--- config.mk ---
export PLATFORM = sky130hd
export DESIGN_NAME = sequence_gap_tracker_core
export DESIGN_NICKNAME = d
export VERILOG_FILES = /design/src/rtl/sgt_pkg.sv /design/src/rtl/sgt_classify.sv /design/src/rtl/sequence_gap_tracker_core.sv
export SDC_FILE = /design/constraint.sdc
export NUM_CORES = 2
export LEC_CHECK = 0
export ABC_AREA = 1
export ABC_CLOCK_PERIOD_IN_PS = 12650
export BUFFER_PORTS_ARGS = -buffer_cell sky130_fd_sc_hd__buf_2
export CORE_MARGIN = 2
export CORE_UTILIZATION = 48
export CTS_BUF_LIST = sky130_fd_sc_hd__clkbuf_8
export DETAILED_ROUTE_END_ITERATION = 16
export PLACE_DENSITY = 0.69
export SLEW_MARGIN = 20
export SYNTH_ARGS = -nofsm -noshare
export SYNTH_HDL_FRONTEND = slang
export SYNTH_SLANG_ARGS = --single-unit
--- constraint.sdc ---
create_clock -name clk -period 12.65 [get_ports clk]
set_clock_uncertainty 0.2 [all_clocks]
set_input_delay 1.265 -clock clk [delete_from_list [all_inputs] [get_ports clk]]
set_output_delay 1.265 -clock clk [all_outputs]
set_load 0.01 [all_outputs]
--- src/rtl/sgt_pkg.sv ---
// ----------------------------------------------------------------------------
// sgt_pkg
// Shared types and constants for the sequence gap tracker.
// ----------------------------------------------------------------------------
package sgt_pkg;

    localparam int SeqWidth   = 64;
    localparam int CountWidth = 64;

    localparam logic [31:0] SPACE32_HALF = 32'h8000_0000;

    // result classification
    typedef enum logic [2:0] {
        KIND_FIRST = 3'd0,
        KIND_NEXT  = 3'd1,
        KIND_GAP   = 3'd2,
        KIND_DUP   = 3'd3,
        KIND_WRAP  = 3'd4,
        KIND_OOO   = 3'd5,
        KIND_CLEAR = 3'd6
    } kind_t;

    // input operation codes
    localparam logic OP_OBSERVE = 1'b0;
    localparam logic OP_CLEAR   = 1'b1;

    // tracker history handed to the classifier
    typedef struct packed {
        logic                have_prev;
        logic [SeqWidth-1:0] prev;
    } track_t;

    // classifier decision handed back to the core
    typedef struct packed {
        kind_t                 kind;
        logic [CountWidth-1:0] missed;
        logic                  clear;
        logic                  move_prev;
        logic                  inc_dup;
        logic                  inc_ooo;
        logic                  inc_wrap;
    } step_t;

endpackage

--- src/rtl/sgt_classify.sv ---
// ----------------------------------------------------------------------------
// sgt_classify
// Classifies one sequence number against the tracker history.
// ----------------------------------------------------------------------------
module sgt_classify
(
    input  logic                         operation,
    input  logic [sgt_pkg::SeqWidth-1:0] sequence_value,
    input  logic                         narrow_mode,
    input  sgt_pkg::track_t              track,
    output sgt_pkg::step_t               step
);

    logic [sgt_pkg::SeqWidth-1:0] diff_m1;
    logic [sgt_pkg::SeqWidth-1:0] back;
    logic                         is_fwd;
    logic                         is_eq;
    logic                         wrap_ok;

    // seq - prev - 1; its complement is prev - seq
    assign diff_m1 = sequence_value + ~track.prev;
    assign back    = ~diff_m1;
    assign is_fwd  = sequence_value > track.prev;
    assign is_eq   = sequence_value == track.prev;

    // both values in 32-bit space and a backward jump over half of it
    assign wrap_ok = narrow_mode
                     && (track.prev[63:32] == 32'd0)
                     && (sequence_value[63:32] == 32'd0)
                     && (back[31:0] > sgt_pkg::SPACE32_HALF);

    always_comb
    begin
        step           = '0;
        step.kind      = sgt_pkg::KIND_FIRST;
        if (operation == sgt_pkg::OP_CLEAR)
        begin
            step.kind  = sgt_pkg::KIND_CLEAR;
            step.clear = 1'b1;
        end
        else if (!track.have_prev)
        begin
            step.kind      = sgt_pkg::KIND_FIRST;
            step.move_prev = 1'b1;
        end
        else if (is_eq)
        begin
            step.kind    = sgt_pkg::KIND_DUP;
            step.inc_dup = 1'b1;
        end
        else if (is_fwd)
        begin
            step.move_prev = 1'b1;
            if (diff_m1 != '0)
            begin
                step.kind   = sgt_pkg::KIND_GAP;
                step.missed = diff_m1;
            end
            else
            begin
                step.kind = sgt_pkg::KIND_NEXT;
            end
        end
        else if (wrap_ok)
        begin
            // forward distance mod 2^32 minus one fits in the low word
            step.kind      = sgt_pkg::KIND_WRAP;
            step.missed    = {32'd0, diff_m1[31:0]};
            step.move_prev = 1'b1;
            step.inc_wrap  = 1'b1;
        end
        else
        begin
            step.kind    = sgt_pkg::KIND_OOO;
            step.inc_ooo = 1'b1;
        end
    end

endmodule

--- src/rtl/sequence_gap_tracker_core.sv ---
// ----------------------------------------------------------------------------
// sequence_gap_tracker_core
// Sequence number gap, duplicate, reorder and wrap tracker, stream interface.
// ----------------------------------------------------------------------------
// Takes one sequence number (or clear) per clock, sustained while m_tready
// stays high. From input transfer to result: an input register, then one
// classify stage that updates the tracker history and counters and loads the
// result register. The critical path is the loop on the tracker state in
// the classify stage: a 64-bit compare/subtract followed by the 64-bit drop
// accumulate. A stalled result holds the next item in the input register
// and then drops s_tready. narrow_mode is written through cfg_we/cfg_wdata
// by the user only while the block is idle; the block does not enforce it.
module sequence_gap_tracker_core
(
    input  logic         clk,
    input  logic         rst_n,
    input  logic         cfg_we,
    input  logic [0:0]   cfg_wdata,   // [0] narrow_mode
    input  logic         s_tvalid,
    output logic         s_tready,
    input  logic [63:0]  s_tdata,     // [63:0] sequence_value
    input  logic [0:0]   s_tuser,     // [0] operation
    output logic         m_tvalid,
    input  logic         m_tready,
    // [63:0] missed_now, [127:64] total_seen, [191:128] total_dropped,
    // [255:192] total_duplicate, [319:256] total_reordered,
    // [383:320] total_wrapped
    output logic [383:0] m_tdata,
    output logic [2:0]   m_tuser      // [2:0] event_kind
);

    localparam int CW = sgt_pkg::CountWidth;
    localparam int SW = sgt_pkg::SeqWidth;

    logic          narrow_reg;
    logic          in_valid_reg;
    logic          in_op_reg;
    logic [SW-1:0] in_seq_reg;

    logic          have_prev_reg, have_prev_next;
    logic [SW-1:0] prev_reg, prev_next;
    logic [CW-1:0] seen_reg, seen_next;
    logic [CW-1:0] drop_reg, drop_next;
    logic [CW-1:0] dup_reg, dup_next;
    logic [CW-1:0] ooo_reg, ooo_next;
    logic [CW-1:0] wrap_reg, wrap_next;

    logic          out_valid_reg, out_valid_next;
    logic [383:0]  out_data_reg;
    logic [2:0]    out_user_reg;

    logic            advance;
    logic            in_take;
    sgt_pkg::track_t track;
    sgt_pkg::step_t  step;

    assign advance  = in_valid_reg && (!out_valid_reg || m_tready);
    assign s_tready = !in_valid_reg || advance;
    assign in_take  = s_tvalid && s_tready;

    assign track.have_prev = have_prev_reg;
    assign track.prev      = prev_reg;

    sgt_classify u_classify
    (
        .operation      (in_op_reg),
        .sequence_value (in_seq_reg),
        .narrow_mode    (narrow_reg),
        .track          (track),
        .step           (step)
    );

    always_comb
    begin
        have_prev_next = have_prev_reg;
        prev_next      = prev_reg;
        seen_next      = seen_reg;
        drop_next      = drop_reg;
        dup_next       = dup_reg;
        ooo_next       = ooo_reg;
        wrap_next      = wrap_reg;
        if (step.clear)
        begin
            have_prev_next = 1'b0;
            prev_next      = '0;
            seen_next      = '0;
            drop_next      = '0;
            dup_next       = '0;
            ooo_next       = '0;
            wrap_next      = '0;
        end
        else
        begin
            have_prev_next = 1'b1;
            if (step.move_prev)
            begin
                prev_next = in_seq_reg;
            end
            seen_next = seen_reg + CW'(1);
            drop_next = drop_reg + step.missed;
            dup_next  = dup_reg + CW'(step.inc_dup);
            ooo_next  = ooo_reg + CW'(step.inc_ooo);
            wrap_next = wrap_reg + CW'(step.inc_wrap);
        end
    end

    assign out_valid_next = advance || (out_valid_reg && !m_tready);

    // control and tracker state
    always_ff @(posedge clk or negedge rst_n)
    begin
        if (!rst_n)
        begin
            narrow_reg    <= 1'b0;
            in_valid_reg  <= 1'b0;
            out_valid_reg <= 1'b0;
            have_prev_reg <= 1'b0;
            prev_reg      <= '0;
            seen_reg      <= '0;
            drop_reg      <= '0;
            dup_reg       <= '0;
            ooo_reg       <= '0;
            wrap_reg      <= '0;
        end
        else
        begin
            if (cfg_we)
            begin
                narrow_reg <= cfg_wdata[0];
            end
            in_valid_reg  <= in_take || (in_valid_reg && !advance);
            out_valid_reg <= out_valid_next;
            if (advance)
            begin
                have_prev_reg <= have_prev_next;
                prev_reg      <= prev_next;
                seen_reg      <= seen_next;
                drop_reg      <= drop_next;
                dup_reg       <= dup_next;
                ooo_reg       <= ooo_next;
                wrap_reg      <= wrap_next;
            end
        end
    end

    // payload registers
    always_ff @(posedge clk)
    begin
        if (in_take)
        begin
            in_op_reg  <= s_tuser[0];
            in_seq_reg <= s_tdata;
        end
        if (advance)
        begin
            out_user_reg <= step.kind;
            out_data_reg <= {wrap_next, ooo_next, dup_next, drop_next, seen_next,
                             step.missed};
        end
    end

    assign m_tvalid = out_valid_reg;
    assign m_tdata  = out_data_reg;
    assign m_tuser  = out_user_reg;

endmodule

# Yosys cells after proc, flatten, opt, wreduce, memory -nomap -nowiden
# Cells that the tools add are included.
# classes
shift	0
mux	29
n_eq_ne	1
n_lt_le_gt_ge	2
n_reduce_logical	21
n_addsub	6
bitwise_logic	3
div	0
mul	0
# ops
op	count
$mux 64	11
$add 64x1->64	3
$add 64x64->64	2
$mux 67	1
$add 64x1->64 const B	1
$eq 64x64->1	1
$gt 64x64->1	1
$logic_not 32->1	2
$not 64->64	1
$reduce_bool 64->1	1
$gt 32x32->1 const B	1
$mux 32	1
$not 32->32	1
$mux 1	9
$mux 3	3
$logic_and 1x1->1	7
$mux 2	3
$logic_not 1->1	4
$logic_or 1x1->1	4
$mux 4	1
$reduce_and 2->1	1
$reduce_bool 2->1	1
$reduce_or 2->1	1
$not 1->1	1
# totals
ff_bits	840
elab_cells	77
ram_bits	0
mem_count	0
mem_bits_ro	0
out_inout_bits	389
in_bits	71
latch_bits	0

# Logic depth before layout (Yosys ltp)
# depth
word_depth	12
mapped_depth	44
mapped_depth_nobuf	43

# Cells and area by module
# Synthesis repeated with hierarchy kept, for this count alone.
# unflattened
hier_cells	7257
area_unflattened_um2	52120.0
# modules_own_cells
mod	cells_each	n_inst	area_per_inst_um2	seq_area_each_um2
sequence_gap_tracker_core	5384	1	43599.3	23282.3
sgt_classify	1873	1	8520.7	0.0

# Worst setup path after synthesis
# OpenSTA, ideal clock, no wires.
# synth_timing
path_type	input -> register
from	input port m_tready
to	register out_data_reg[0], in the netlist m_tdata[0], enable pin
setup_slack_ns	-0.984
setup_time_ns	0.902
required_ns	11.548
n_path_buf	2
arrival_ns	12.532
path_stages	6
cell_sequence	inv_1 > nand2_1 > nand2_1 > inv_2 > clkbuf_1 > clkbuf_1
# synth_between
elab_chain_len	2
# synth_rtl
item	line_no	text
from (decl)	sequence_gap_tracker_core.sv:24	input logic m_tready,
$logic_or 1x1->1	sequence_gap_tracker_core.sv:57	assign advance = in_valid_reg && (!out_valid_reg || m_tready);
$logic_and 1x1->1	sequence_gap_tracker_core.sv:57	
via advance	sequence_gap_tracker_core.sv:52	logic advance;
to (signal assigned)	sequence_gap_tracker_core.sv:157	out_data_reg <= {wrap_next, ooo_next, dup_next, drop_next, seen_next,
to (decl)	sequence_gap_tracker_core.sv:49	logic [383:0] out_data_reg;
# The timed path passes the listed nets, and every way through them passes these cells.
# A chain may end at the register's enable or synchronous reset.

==> impl_metrics.env <==
export IMPL_status="finished clean"
export IMPL_rr_endpoint="m_tdata[187]"
export IMPL_synthMostInstantiatedCell="sky130_fd_sc_hd__nand2_1"
export IMPL_power_share_clock=0.354
export IMPL_timing_setup_critical_path_class="flip-flop to flip-flop"
export IMPL_pin_count=460
export IMPL_final_setup_tns_ns=0
export IMPL_route_detailed_drc=0
export IMPL_worst_r2r_startpoint="in_seq_reg[40]"
export IMPL_grt_max_degree=220
export IMPL_die_x_um=320
export IMPL_yosysSeqAreaShare=0.485
export IMPL_layout_filler_cells=9552
export IMPL_mappedNetlistNets=6450
export IMPL_clock_fmax_mhz=140
export IMPL_p_comb_frac=0.204
export IMPL_cp_max_fo=30
export IMPL_worstHoldPathType="primary input to async pin"
export IMPL_grt_setup_unrepaired="false"
export IMPL_top_usage_layer="met2"
export IMPL_total_switching_power_w=0.00235
export IMPL_post_route_min_period_ns=7.14
export IMPL_finalSetupViolCount=0
export IMPL_timing_hold_violations_final=0
export IMPL_slew_headroom=0.265
export IMPL_place_gp_congestion=1.07
export IMPL_startpoint_type="flip-flop"
export IMPL_grt_pass1_wl_um=233000
export IMPL_first_global_vias=40700
export IMPL_synth_xor_area_share=0.0115
export IMPL_die_height_um=320
export IMPL_layout_nets=6943
export IMPL_clock_root_buffer="sky130_fd_sc_hd__clkbuf_8"
export IMPL_r2r_worst_path_cells=26
export IMPL_initial_utilization=0.482
export IMPL_synthesis_area_mm2=0.0480
export IMPL_holdWs_ns=0.177
export IMPL_clock_buffers_created_by_tritoncts=146
export IMPL_synth_area_leader_cell="sky130_fd_sc_hd__edfxtp_1"
export IMPL_placement_cell_area_mm2=0.0516
export IMPL_leakage_dissipation_nw=24.4
export IMPL_grt_util_met1=0.406
export IMPL_combinational_family_with_the_most_area_after_synthesis="simple AND/OR/NAND/NOR gates"
export IMPL_tritoncts="yes"
export IMPL_synth_async_reset_ratio=0.462
export IMPL_dp_hpwl_um=118000
export IMPL_grtUsageTotal=0.295
export IMPL_power_per_cell_area_mw_per_mm2=133
export IMPL_floorplan_rows=116
export IMPL_drv_slew=0
export IMPL_seqPwrFrac=0.442
export IMPL_synth_lib_cells_used_distinct=57
export IMPL_post_synth_mux_area_share=0
export IMPL_yosysWarningCount=0
export IMPL_first_pass_iters=6
export IMPL_drt_first_iter_violations=4025
export IMPL_synth_top_area_frac=0.283
export IMPL_crit_path_end_kind="flip-flop"
export IMPL_synth_cells_most_frequent="sky130_fd_sc_hd__nand2_1 (1773), sky130_fd_sc_hd__inv_1 (919), sky130_fd_sc_hd__nor2_1 (717)"
export IMPL_power_w=0.00729
export IMPL_synth_main_ff_cell="sky130_fd_sc_hd__edfxtp_1"
export IMPL_post_synth_main_area_contributors="sky130_fd_sc_hd__edfxtp_1 (28%), sky130_fd_sc_hd__dfrtp_1 (20%), sky130_fd_sc_hd__nand2_1 (14%)"
export IMPL_route_final_wire_length_um=154000
export IMPL_crit_slowest_cell="sky130_fd_sc_hd__nand2_1"
export IMPL_worstMarginPinSlew_ns=1.10
export IMPL_postSynthCellCount=6242
export IMPL_cts_reportedPaths_clkPinSlew_ns=0.06
export IMPL_global_route_usage_met3=0.0449
export IMPL_post_cts_resized=0
export IMPL_die_area_mm2=0.103
export IMPL_power_switching_fraction=0.322
export IMPL_post_cts_buffers=0
export IMPL_via_density=5.38
export IMPL_layout_cell_area_non_filler_mm2=0.0547
export IMPL_crit_arrival_ns=7.51
export IMPL_floorplan_core_area_mm2=0.0997
export IMPL_cts_htree_levels=4
export IMPL_cts_path_max_buffers=3
export IMPL_final_min_period_over_clock_period=0.564
export IMPL_post_cts_hold_buffer_count=0
export IMPL_antenna_violations_before_repair=10
export IMPL_drt_antenna_violating_nets=0
export IMPL_port_buffers=459
export IMPL_syn_avg_cell_area_um2=7.70
export IMPL_detailroute_via_count=43900
export IMPL_synth_simple_gate_area_frac=0.287
export IMPL_critical_path_max_stage_delay_ns=0.83
export IMPL_critical_path_most_common_cell="sky130_fd_sc_hd__nand2_1"
export IMPL_post_synth_adder_cell_area=0.0360
export IMPL_finish_cell_count_without_fillers=8161
export IMPL_met2_usage=0.467
export IMPL_proportion_of_layout_cells_with_a_drive_suffix_above_1=0.110
export IMPL_largest_register_ffs=384
export IMPL_path_delay_family="simple AND/OR/NAND/NOR gates"
export IMPL_cap_violations=0
export IMPL_worst_skew_pair_late_latency_ns=0.84
export IMPL_synth_compound_gate_area_share=0.0954
export IMPL_area_growth_synth_to_final_pct=13.8
export IMPL_placed_cells_incl_taps=7884
export IMPL_number_of_synthesized_register_bits=840
export IMPL_total_grt_overflow=0
export IMPL_timing_critical_path_required_ns=13.02
export IMPL_reg2reg_setup_slack_ns=5.51
export IMPL_maximum_resistive_drop_on_vdd_mv=0.117
export IMPL_wl_per_cell_um=18.9
export IMPL_edff_count_synth=452
export IMPL_critical_path_buf_inv_count=3
export IMPL_total_number_of_clock_tree_sinks=840
export IMPL_internal_power_w=0.00495
cell usage in the layout (no fill, tap or decap), drive strengths merged, types with 13 or more instances in the layout:
master,count
nand2,1786
inv,976
nor2,728
buf,482
edfxtp,452
o21ai,430
dfrtp,388
a21oi,322
nand3,292
nor3,206
clkbuf,168
ha,135
nand4,115
nor4,97
xor2,56
clkinv,36
nand3b,25
a31oi,25
o21a,20
o21bai,16
or2,15
a21o,13
kinds of logic after synthesis:
family,after synthesis
AND/OR/NAND/NOR,3277
AO/OA/AOI/OAI,862
buffers and inverters,1063
flip-flops,840
XOR/XNOR,63
adder cells (fa/ha/maj),137
worst register-to-register path, delay by kind of cell (launching register included):
| family | cells | cell delay (ns) |
|---|---|---|
| DFF | 1 | 0.47 |
| buffers and inverters | 3 | 0.26 |
| AOI/OAI and AO/OA | 5 | 1.43 |
| and+or+nand+nor | 16 | 3.71 |
| adders and majority gates | 2 | 0.81 |
layer usage:
layer  part of all wire  wire length, µm  vias up
met3              0.068            10400      300
met4              0.039             6060        4
li1                   -                -    21500
met5            0.00019               30        -
met2               0.46            70200     1661
met1               0.44            67300    20500
stage by stage:
step                worst slack (ns)  utilization
finish                          5.51        0.548
floorplan                       5.00            -
global placement                5.63        0.517
detailed placement              5.62        0.517
global route                    4.84        0.548
CTS                             5.63        0.548
worst max-delay path by stage:
stage | startpoint | end | slack, ns | cells past startpoint
after global routing | prev_reg[0] | drop_reg[59] | 4.84 | 34
final | in_seq_reg[40] | m_tdata[187] | 5.51 | 26
after detailed placement | prev_reg[0] | drop_reg[59] | 5.62 | 34
after global placement | prev_reg[0] | drop_reg[59] | 5.63 | 34
after floorplan | m_tready | m_tdata[0] | 5.00 | 6
after CTS | in_seq_reg[10] | drop_reg[59] | 5.63 | 31
final cells by class:
cell class | instances | area (µm²) | area share
Multi-Input combinational cell | 4339 | 20700 | 0.378
Tap cell | 1298 | 1620 | 0.0297
Sequential cell | 840 | 23300 | 0.426
Timing Repair Buffer | 482 | 2520 | 0.0462
Inverter | 926 | 3490 | 0.0638
Clock inverter | 104 | 731 | 0.0134
Antenna cell | 4 | 10.0 | 0.000183
Clock buffer | 168 | 2310 | 0.0423
power groups by stage:
stage	logic, W	clock network [W]	registers (W)
2_1_floorplan	0.000921	0	0.00329
3_3_place_gp	0.00146	0	0.00327
3_5_place_dp	0.00147	0	0.00327
4_1_cts	0.00147	0.00264	0.00322
5_1_grt	0.00165	0.00276	0.00324
6_report	0.00149	0.00258	0.00322
Power figures use the tool's default switching activity.
